==> src/hdl/ppid_pkg.sv <==
// Shared widths, register codes, reset values and the threshold band lookup.
package ppid_pkg;

  localparam int ERROR_BITS_DEF     = 16;
  localparam int GAIN_FRAC_BITS_DEF = 8;

  localparam int SETPOINT_W = 13;
  localparam int GAIN_W     = 16;
  localparam int LIMIT_W    = 20;
  localparam int DRIVE_W    = 16;
  localparam int THRESH_W   = 10;
  localparam int INTEG_W    = LIMIT_W + 1;
  localparam int CFG_IDX_W  = 3;
  localparam int CFG_DATA_W = 20;

  localparam logic [LIMIT_W-1:0]        LIMIT_RESET     = LIMIT_W'(1000);
  localparam logic signed [DRIVE_W-1:0] DRIVE_MAX_RESET = 16'sh7FFF;
  localparam logic signed [DRIVE_W-1:0] DRIVE_MIN_RESET = -16'sh8000;

  // Setpoint band edges
  localparam int SP_ZERO     = 0;
  localparam int SP_LOW_EDGE = 450;
  localparam int SP_MID_EDGE = 550;
  localparam int SP_MID_LO   = 650;
  localparam int SP_UPPER    = 750;
  localparam int SP_MID_HI   = 850;

  // Thresholds picked by the bands
  localparam logic [THRESH_W-1:0] THR_MID   = THRESH_W'(750);
  localparam logic [THRESH_W-1:0] THR_HIGH  = THRESH_W'(400);
  localparam logic [THRESH_W-1:0] THR_UPMID = THRESH_W'(550);
  localparam logic [THRESH_W-1:0] THR_LOW   = THRESH_W'(450);
  localparam logic [THRESH_W-1:0] THR_GAP   = THRESH_W'(510);

  typedef enum logic [CFG_IDX_W-1:0] {
    REG_SETPOINT  = 3'd0,
    REG_GAIN_P    = 3'd1,
    REG_GAIN_I    = 3'd2,
    REG_GAIN_D    = 3'd3,
    REG_LIMIT     = 3'd4,
    REG_DRIVE_MAX = 3'd5,
    REG_DRIVE_MIN = 3'd6
  } cfg_reg_t;

  typedef struct packed {
    logic                hit;
    logic [THRESH_W-1:0] value;
  } thresh_sel_t;

  // Band lookup; no hit means the threshold keeps its last value.
  function automatic thresh_sel_t band_lookup(input logic signed [SETPOINT_W-1:0] sp);
    int          d;
    thresh_sel_t sel;
    d         = int'(sp);
    sel.hit   = 1'b1;
    sel.value = THR_MID;
    if (d >= SP_MID_LO && d <= SP_MID_HI) begin
      sel.value = THR_MID;
    end else if (d > SP_MID_HI) begin
      sel.value = THR_HIGH;
    end else if (d > SP_LOW_EDGE && d < SP_MID_EDGE) begin
      sel.value = THR_UPMID;
    end else if (d > SP_ZERO && d < SP_LOW_EDGE) begin
      sel.value = THR_LOW;
    end else if (d > SP_MID_EDGE && d < SP_UPPER) begin
      sel.value = THR_GAP;
    end else begin
      sel.hit = 1'b0;
    end
    return sel;
  endfunction

endpackage

==> src/hdl/ppid_front.sv <==
// Front stage: threshold band, conditional integration with clamp, derivative.
module ppid_front import ppid_pkg::*; #(
  parameter int ERROR_BITS = ERROR_BITS_DEF
) (
  input  logic                         clk,
  input  logic                         rst,
  input  logic                         in_valid,
  output logic                         in_ready,
  input  logic signed [ERROR_BITS-1:0] error_sample,
  input  logic signed [SETPOINT_W-1:0] setpoint,
  input  logic        [LIMIT_W-1:0]    integral_limit,
  output logic                         s1_valid,
  input  logic                         s1_ready,
  output logic signed [ERROR_BITS-1:0] s1_error,
  output logic signed [INTEG_W-1:0]    s1_integ,
  output logic signed [ERROR_BITS:0]   s1_deriv
);

  localparam int CMP_W = (ERROR_BITS > THRESH_W + 1) ? ERROR_BITS : THRESH_W + 1;
  localparam int SUM_W = ((ERROR_BITS > INTEG_W) ? ERROR_BITS : INTEG_W) + 1;

  logic        [THRESH_W-1:0]   threshold;
  logic        [THRESH_W-1:0]   threshold_next;
  logic signed [INTEG_W-1:0]    integral_sum;
  logic signed [INTEG_W-1:0]    integral_sum_next;
  logic signed [ERROR_BITS-1:0] previous_error;
  thresh_sel_t                  band;
  logic signed [CMP_W-1:0]      err_cmp;
  logic signed [CMP_W-1:0]      thr_cmp;
  logic signed [SUM_W-1:0]      sum_raw;
  logic signed [SUM_W-1:0]      lim_pos;
  logic signed [SUM_W-1:0]      lim_neg;
  logic                         accept;

  assign in_ready = !s1_valid || s1_ready;
  assign accept   = in_valid && in_ready;

  always_comb begin
    band           = band_lookup(setpoint);
    threshold_next = band.hit ? band.value : threshold;
    err_cmp        = CMP_W'(error_sample);
    thr_cmp        = CMP_W'($signed({1'b0, threshold_next}));
    sum_raw        = SUM_W'(integral_sum);
    if (err_cmp < thr_cmp) begin
      sum_raw = SUM_W'(integral_sum) + SUM_W'(error_sample);
    end
    lim_pos = SUM_W'($signed({1'b0, integral_limit}));
    lim_neg = -lim_pos;
    priority if (sum_raw > lim_pos) begin
      integral_sum_next = INTEG_W'(lim_pos);
    end else if (sum_raw < lim_neg) begin
      integral_sum_next = INTEG_W'(lim_neg);
    end else begin
      integral_sum_next = INTEG_W'(sum_raw);
    end
  end

  always_ff @(posedge clk) begin
    if (rst) begin
      threshold      <= '0;
      integral_sum   <= '0;
      previous_error <= '0;
      s1_valid       <= 1'b0;
    end else begin
      if (accept) begin
        threshold      <= threshold_next;
        integral_sum   <= integral_sum_next;
        previous_error <= error_sample;
        s1_valid       <= 1'b1;
      end else if (s1_ready) begin
        s1_valid <= 1'b0;
      end
    end
  end

  always_ff @(posedge clk) begin
    if (accept) begin
      s1_error <= error_sample;
      s1_integ <= integral_sum_next;
      s1_deriv <= (ERROR_BITS+1)'(error_sample) - (ERROR_BITS+1)'(previous_error);
    end
  end

endmodule

==> src/hdl/ppid_mult.sv <==
// Product stage: three gain multiplies, each into its own register.
module ppid_mult import ppid_pkg::*; #(
  parameter int ERROR_BITS = ERROR_BITS_DEF
) (
  input  logic                                clk,
  input  logic                                rst,
  input  logic                                s1_valid,
  output logic                                s1_ready,
  input  logic signed [ERROR_BITS-1:0]        s1_error,
  input  logic signed [INTEG_W-1:0]           s1_integ,
  input  logic signed [ERROR_BITS:0]          s1_deriv,
  input  logic signed [GAIN_W-1:0]            gain_p,
  input  logic signed [GAIN_W-1:0]            gain_i,
  input  logic signed [GAIN_W-1:0]            gain_d,
  output logic                                s2_valid,
  input  logic                                s2_ready,
  output logic signed [GAIN_W+ERROR_BITS-1:0] s2_prod_p,
  output logic signed [GAIN_W+INTEG_W-1:0]    s2_prod_i,
  output logic signed [GAIN_W+ERROR_BITS:0]   s2_prod_d
);

  logic advance;

  assign s1_ready = !s2_valid || s2_ready;
  assign advance  = s1_valid && s1_ready;

  always_ff @(posedge clk) begin
    if (rst) begin
      s2_valid <= 1'b0;
    end else if (advance) begin
      s2_valid <= 1'b1;
    end else if (s2_ready) begin
      s2_valid <= 1'b0;
    end
  end

  always_ff @(posedge clk) begin
    if (advance) begin
      s2_prod_p <= gain_p * s1_error;
      s2_prod_i <= gain_i * s1_integ;
      s2_prod_d <= gain_d * s1_deriv;
    end
  end

endmodule

==> src/hdl/ppid_out.sv <==
// Output stage: sum, scale toward zero, clamp to max then min, result register.
module ppid_out import ppid_pkg::*; #(
  parameter int ERROR_BITS     = ERROR_BITS_DEF,
  parameter int GAIN_FRAC_BITS = GAIN_FRAC_BITS_DEF
) (
  input  logic                                clk,
  input  logic                                rst,
  input  logic                                s2_valid,
  output logic                                s2_ready,
  input  logic signed [GAIN_W+ERROR_BITS-1:0] s2_prod_p,
  input  logic signed [GAIN_W+INTEG_W-1:0]    s2_prod_i,
  input  logic signed [GAIN_W+ERROR_BITS:0]   s2_prod_d,
  input  logic signed [DRIVE_W-1:0]           drive_max,
  input  logic signed [DRIVE_W-1:0]           drive_min,
  output logic                                out_valid,
  input  logic                                out_ready,
  output logic signed [DRIVE_W-1:0]           drive
);

  localparam int D_W   = GAIN_W + ERROR_BITS + 1;
  localparam int I_W   = GAIN_W + INTEG_W;
  localparam int ACC_W = ((D_W > I_W) ? D_W : I_W) + 2;
  localparam logic [ACC_W-1:0] BIAS = (ACC_W'(1) << GAIN_FRAC_BITS) - ACC_W'(1);

  logic signed [ACC_W-1:0]   acc;
  logic signed [ACC_W-1:0]   biased;
  logic signed [ACC_W-1:0]   scaled;
  logic signed [ACC_W-1:0]   hi_lim;
  logic signed [ACC_W-1:0]   lo_lim;
  logic signed [ACC_W-1:0]   clamped;
  logic                      advance;

  assign s2_ready = !out_valid || out_ready;
  assign advance  = s2_valid && s2_ready;

  always_comb begin
    acc    = ACC_W'(s2_prod_p) + ACC_W'(s2_prod_i) + ACC_W'(s2_prod_d);
    // Bias negative sums so the arithmetic shift truncates toward zero
    biased = acc[ACC_W-1] ? acc + $signed(BIAS) : acc;
    scaled = biased >>> GAIN_FRAC_BITS;
    hi_lim = ACC_W'(drive_max);
    lo_lim = ACC_W'(drive_min);
    clamped = (scaled > hi_lim) ? hi_lim : scaled;
    if (clamped < lo_lim) begin
      clamped = lo_lim;
    end
  end

  always_ff @(posedge clk) begin
    if (rst) begin
      out_valid <= 1'b0;
    end else if (advance) begin
      out_valid <= 1'b1;
    end else if (out_ready) begin
      out_valid <= 1'b0;
    end
  end

  always_ff @(posedge clk) begin
    if (advance) begin
      drive <= DRIVE_W'(clamped);
    end
  end

endmodule

==> src/hdl/positional_pid_controller_unit.sv <==
// Top level of the positional PID controller: configuration registers and stage chain.
//
//   channel   | handshake              | word
//   ----------+------------------------+-------------------------------------
//   input     | in_valid / in_ready    | error_sample, ERROR_BITS signed
//   output    | out_valid / out_ready  | drive, 16 bit signed
//   config    | cfg_write (no wait)    | cfg_index selects, cfg_data carries
//
// Three register stages: integration/derivative, gain products, sum/scale/clamp.
// Each stage registers a word in turn before out_valid shows it; without a stall one
// word a cycle streams through, the integral loop closing inside the first stage.
// Each stage holds while the stage after it is full and not draining, so a stall
// on out_ready backs up stage by stage; in_ready drops only once all are full.
// Synchronous reset clears the integral, previous error, threshold, stage valids
// and all configuration registers to their reset values.
module positional_pid_controller_unit import ppid_pkg::*; #(
  parameter int ERROR_BITS     = ERROR_BITS_DEF,
  parameter int GAIN_FRAC_BITS = GAIN_FRAC_BITS_DEF
) (
  input  logic                         clk,
  input  logic                         rst,
  input  logic                         cfg_write,
  input  logic [CFG_IDX_W-1:0]         cfg_index,
  input  logic [CFG_DATA_W-1:0]        cfg_data,
  input  logic                         in_valid,
  output logic                         in_ready,
  input  logic signed [ERROR_BITS-1:0] error_sample,
  output logic                         out_valid,
  input  logic                         out_ready,
  output logic signed [DRIVE_W-1:0]    drive
);

  // Configuration registers
  logic signed [SETPOINT_W-1:0] setpoint;
  logic signed [GAIN_W-1:0]     gain_p;
  logic signed [GAIN_W-1:0]     gain_i;
  logic signed [GAIN_W-1:0]     gain_d;
  logic        [LIMIT_W-1:0]    integral_limit;
  logic signed [DRIVE_W-1:0]    drive_max;
  logic signed [DRIVE_W-1:0]    drive_min;

  // Stage links
  logic                                s1_valid;
  logic                                s1_ready;
  logic signed [ERROR_BITS-1:0]        s1_error;
  logic signed [INTEG_W-1:0]           s1_integ;
  logic signed [ERROR_BITS:0]          s1_deriv;
  logic                                s2_valid;
  logic                                s2_ready;
  logic signed [GAIN_W+ERROR_BITS-1:0] s2_prod_p;
  logic signed [GAIN_W+INTEG_W-1:0]    s2_prod_i;
  logic signed [GAIN_W+ERROR_BITS:0]   s2_prod_d;

  // Take a register write; drop writes to indexes past the list
  always_ff @(posedge clk) begin
    if (rst) begin
      setpoint       <= '0;
      gain_p         <= '0;
      gain_i         <= '0;
      gain_d         <= '0;
      integral_limit <= LIMIT_RESET;
      drive_max      <= DRIVE_MAX_RESET;
      drive_min      <= DRIVE_MIN_RESET;
    end else if (cfg_write) begin
      unique case (cfg_reg_t'(cfg_index))
        REG_SETPOINT:  setpoint       <= cfg_data[SETPOINT_W-1:0];
        REG_GAIN_P:    gain_p         <= cfg_data[GAIN_W-1:0];
        REG_GAIN_I:    gain_i         <= cfg_data[GAIN_W-1:0];
        REG_GAIN_D:    gain_d         <= cfg_data[GAIN_W-1:0];
        REG_LIMIT:     integral_limit <= cfg_data[LIMIT_W-1:0];
        REG_DRIVE_MAX: drive_max      <= cfg_data[DRIVE_W-1:0];
        REG_DRIVE_MIN: drive_min      <= cfg_data[DRIVE_W-1:0];
        default: ;
      endcase
    end
  end

  // Integrate, keep the threshold and previous error, form the derivative
  ppid_front #(
    .ERROR_BITS(ERROR_BITS)
  ) u_front (
    .clk            (clk),
    .rst            (rst),
    .in_valid       (in_valid),
    .in_ready       (in_ready),
    .error_sample   (error_sample),
    .setpoint       (setpoint),
    .integral_limit (integral_limit),
    .s1_valid       (s1_valid),
    .s1_ready       (s1_ready),
    .s1_error       (s1_error),
    .s1_integ       (s1_integ),
    .s1_deriv       (s1_deriv)
  );

  // Multiply by the three gains
  ppid_mult #(
    .ERROR_BITS(ERROR_BITS)
  ) u_mult (
    .clk       (clk),
    .rst       (rst),
    .s1_valid  (s1_valid),
    .s1_ready  (s1_ready),
    .s1_error  (s1_error),
    .s1_integ  (s1_integ),
    .s1_deriv  (s1_deriv),
    .gain_p    (gain_p),
    .gain_i    (gain_i),
    .gain_d    (gain_d),
    .s2_valid  (s2_valid),
    .s2_ready  (s2_ready),
    .s2_prod_p (s2_prod_p),
    .s2_prod_i (s2_prod_i),
    .s2_prod_d (s2_prod_d)
  );

  // Sum, scale, clamp and hold the result word
  ppid_out #(
    .ERROR_BITS     (ERROR_BITS),
    .GAIN_FRAC_BITS (GAIN_FRAC_BITS)
  ) u_out (
    .clk       (clk),
    .rst       (rst),
    .s2_valid  (s2_valid),
    .s2_ready  (s2_ready),
    .s2_prod_p (s2_prod_p),
    .s2_prod_i (s2_prod_i),
    .s2_prod_d (s2_prod_d),
    .drive_max (drive_max),
    .drive_min (drive_min),
    .out_valid (out_valid),
    .out_ready (out_ready),
    .drive     (drive)
  );

endmodule
==> config.mk <==
export PLATFORM = sky130hd
export DESIGN_NAME = positional_pid_controller_unit
export DESIGN_NICKNAME = d
export VERILOG_FILES = /design/src/hdl/ppid_pkg.sv /design/src/hdl/ppid_front.sv /design/src/hdl/ppid_mult.sv /design/src/hdl/ppid_out.sv /design/src/hdl/positional_pid_controller_unit.sv
export SDC_FILE = /design/constraint.sdc
export NUM_CORES = 2
export LEC_CHECK = 0
export ABC_AREA = 1
export BUFFER_PORTS_ARGS = -buffer_cell sky130_fd_sc_hd__clkbuf_2
export CELL_PAD_IN_SITES_DETAIL_PLACEMENT = 0
export CELL_PAD_IN_SITES_GLOBAL_PLACEMENT = 1
export CORE_MARGIN = 4
export CORE_UTILIZATION = 50
export CTS_CLUSTER_SIZE = 20
export DETAILED_ROUTE_END_ITERATION = 8
export GPL_ROUTABILITY_DRIVEN = 0
export PLACE_DENSITY = 0.83
export SETUP_SLACK_MARGIN = 0.5
export SYNTH_ARGS = -nofsm -noshare
export SYNTH_HDL_FRONTEND = slang
export SYNTH_HIERARCHICAL = 1
export SYNTH_SLANG_ARGS = --single-unit
==> constraint.sdc <==
create_clock -name clk -period 11.4 [get_ports clk]
set_clock_uncertainty 0.2 [all_clocks]
set_input_delay 3.42 -clock clk [delete_from_list [all_inputs] [get_ports clk]]
set_output_delay 3.42 -clock clk [all_outputs]
set_load 0.005 [all_outputs]
==> flow_metrics.tcl <==
set metrics [dict create \
    coreArea_um2 113100 \
    area_growth_pct 4.945 \
    r2r_end "u_out/drive[13]" \
    tns_ns 0 \
    vias_per_cell 5.205 \
    cp-end-kind "flop" \
    cts.repair.resized 0 \
    clkSinkCount 335 \
    ant_nets 0 \
    setup_slack_ns 2.303 \
    ir_worst_vdd_v 0.0001652 \
    grt_usage_pct 27.02 \
    start_util_pct 50.64 \
    wl_per_cell_um 18.15 \
    cts_tree "yes" \
    r2r_setup_slack_ns 2.30 \
    hpwlAfterDp_um 134000 \
    post-place-ws_ns 2.443 \
    fin_crit_sh_pct 79.80 \
    worstMarginPinSlew_ns 1.272 \
    first_global_vias 46790 \
    synth_area_leaders "fa_1 32%, nand2_1 12%, inv_1 12%" \
    synth_edf_count 172 \
    clkTransAtPathRegs_ns 0.06 \
    synthCells 7480 \
    placed_area_um2 58730 \
    crit_top_cell "nand2_1" \
    io_pins 62 \
    whs_path_depth 2 \
    clock_path_buffers 3 \
    p_total_w 0.009407 \
    htree_levels 2 \
    avgSynthCellArea_um2 7.658 \
    min_from "u_front/threshold[0]" \
    reg2reg_from "u_mult/s2_prod_p[1]" \
    outcome "complete, no violations" \
    synth_area_um2 57280 \
    ys.warnings.count 6 \
    synthTopCellsByCount "1,870 x nand2_1, 1,804 x inv_1, 910 x fa_1, 527 x nor2_1, 443 x ha_1" \
    max_freq_mhz 109.9 \
    p_leak_nw 33.38 \
    cts_setup_buffers 0 \
    rows 123 \
    ys_types 62 \
    die_y_um 346.5 \
    synth_top_cell_by_area "fa_1" \
    grt_max_degree 79 \
    crit_fanout 20 \
    insertion_delay_ns 0.63 \
    critical_path.max_stage_delay_ns 0.70 \
    finalMaxSlewViolations 0 \
    hold_path_class "reg2reg" \
    syn_nets 8877 \
    die_area_um2 120000 \
    ys.flop_type "edfxtp_1" \
    cts_made_buffers 42 \
    cp.required_ns 11.54 \
    drc 0 \
    synth_top_area_share_pct 31.80 \
    rr_worst_depth 40 \
    path_class "reg2reg" \
    die_x_um 346.5 \
    maxCapViolCount 0 \
    synthArstFlopShare_pct 0 \
    arrival_ns 9.24 \
    min_period_ns 9.097 \
    final-hold-violation-count 0 \
    m1WireLength_um 72600 \
    antenna_found_initial 25 \
    slew_headroom_pct 15.12 \
    finalNetCount 8769 \
    clock-root-buffer "clkbuf_16" \
    holdPathEnd "u_front/threshold[0]" \
    drive_above_1_share_pct 5.104 \
    cp-start-kind "flop" \
    crit_slowest_cell "nor2_1" \
    setup_viol 0 \
    synth_sequential_area_ratio_pct 14.71 \
    port_buffers 61 \
    synth-seq-cells 335 \
    design_area_um2 60110 \
    gr-total-overflow 0 \
    vias 46380 \
    top_layer "met5" \
    wl_um 161700 \
    rsz0062_at_grt "no" \
    grt_pass1_wl_um 258100 \
    powerDensity_nw_per_um2 156.5 \
    met3_wirelength_um 12050 \
    drt_iter0_drc 3498 \
    post-route-util_pct 53.14 \
    dr_wl_met2_um 72510 \
    synthMostInstantiatedCell "nand2_1" \
    dr.pass1.iters 8 \
    cts.hold.buffers_added 0 \
]
-- cell type report --
| cell class | instances | area [um2] |
|---|---|---|
| flip-flops and latches | 335 | 8428 |
| repair buffers | 103 | 620.6 |
| clock buffers | 55 | 1161 |
| multi-input cells | 5060 | 40930 |
| fillers | 10940 | 53000 |
| well taps | 1500 | 1877 |
| inverters | 1830 | 6875 |
| diodes | 5 | 12.51 |
| clock inverters | 23 | 212.7 |
-- through the flow --
stage	std cells	hold slack [ns]
after CTS	8906	0.2458
after detailed placement	8828	0.2376
after global routing	8907	0.2705
final	8911	0.2439
after floorplan	7480	0.2249
after global placement	8828	0.2354
-- power breakdown --
| part | switching [W] | internal, W | leakage (nW) | total (W) |
|---|---|---|---|---|
| sequential | 0.000262 | 0.00155 | 3.00 | 0.00181 |
| combinational | 0.00419 | 0.00206 | 29.7 | 0.00626 |
| clock | 0.000585 | 0.000756 | 0.668 | 0.00134 |
-- worst max path at each step --
| stage | startpoint | slack, ns | end |
|---|---|---|---|
| 3_3_place_gp | u_mult/s2_prod_i[1] | 2.50 | u_out/drive[8] |
| 4_1_cts | u_mult/s2_prod_p[1] | 2.40 | u_out/drive[13] |
| 2_1_floorplan | out_ready | 2.13 | u_mult/s2_prod_d[0] |
| 5_1_grt | u_mult/s2_prod_p[1] | 1.45 | u_out/drive[13] |
| 6_report | u_mult/s2_prod_p[1] | 2.30 | u_out/drive[13] |
| 3_5_place_dp | u_mult/s2_prod_p[1] | 2.44 | u_out/drive[4] |
-- cell families after synthesis --
family	share of synthesized area, %
xor+xnor	2.285
buf+inv	13.88
flops	14.71
fa+ha+maj	41.48
simple gates	22.44
compound gates	5.194
-- cell usage in the layout (no fill, tap or decap), types with 5 or more instances in the layout --
cell       count
or2_2         23
xor2_1       103
o211ai_1       7
a211oi_1      11
o21ai_0      161
o21ai_1       16
fa_1         910
nor3_2        12
nand4_1       53
ha_1         443
a21oi_2        6
clkbuf_1       8
nor2_2        19
o21ai_2        5
nor4_1        13
nand3_1      343
diode_2        5
clkbuf_2      61
inv_2         23
nor3_1        31
a31oi_1        7
o21a_1        12
inv_1       1803
clkinv_2       6
nand2_4       24
xnor2_1       39
o21bai_1      21
a21o_1        16
dfxtp_1      163
nand2_2       39
nor2_4        11
nand2_1     1870
buf_4         42
nand3b_1      20
nor2_1       525
edfxtp_1     172
clkbuf_16     43
inv_6          6
a21oi_1      250
nand3_2       29
-- worst max-delay path, delay by kind of cell, from the launching register on --
family	cells	cell delay, ns
and+or+nand+nor	18	3.35
buffers and inverters	6	0.58
DFF	1	0.40
adders and majority gates	5	1.91
AOI/OAI and AO/OA	9	1.71
xor gates and xnor gates	2	0.66
-- per-layer routing --
metal | global-route usage (%) | vias to the layer above
met4 | 6.812 | 22
li1 | - | 22090
met2 | 43.23 | 1451
met1 | 37.99 | 22570
met5 | 0 | -
met3 | 5.166 | 252
-- state kept, by name (all words and copies together) (netlist names), 17 cells and up, named ones only --
signal	cells
integral_limit	20
u_mult/s2_prod_i	37
u_mult/s2_prod_d	33
u_front/integral_sum	21
u_front/s1_deriv	17
u_mult/s2_prod_p	32
u_front/s1_integ	21
(Power assumes the default switching activity.)
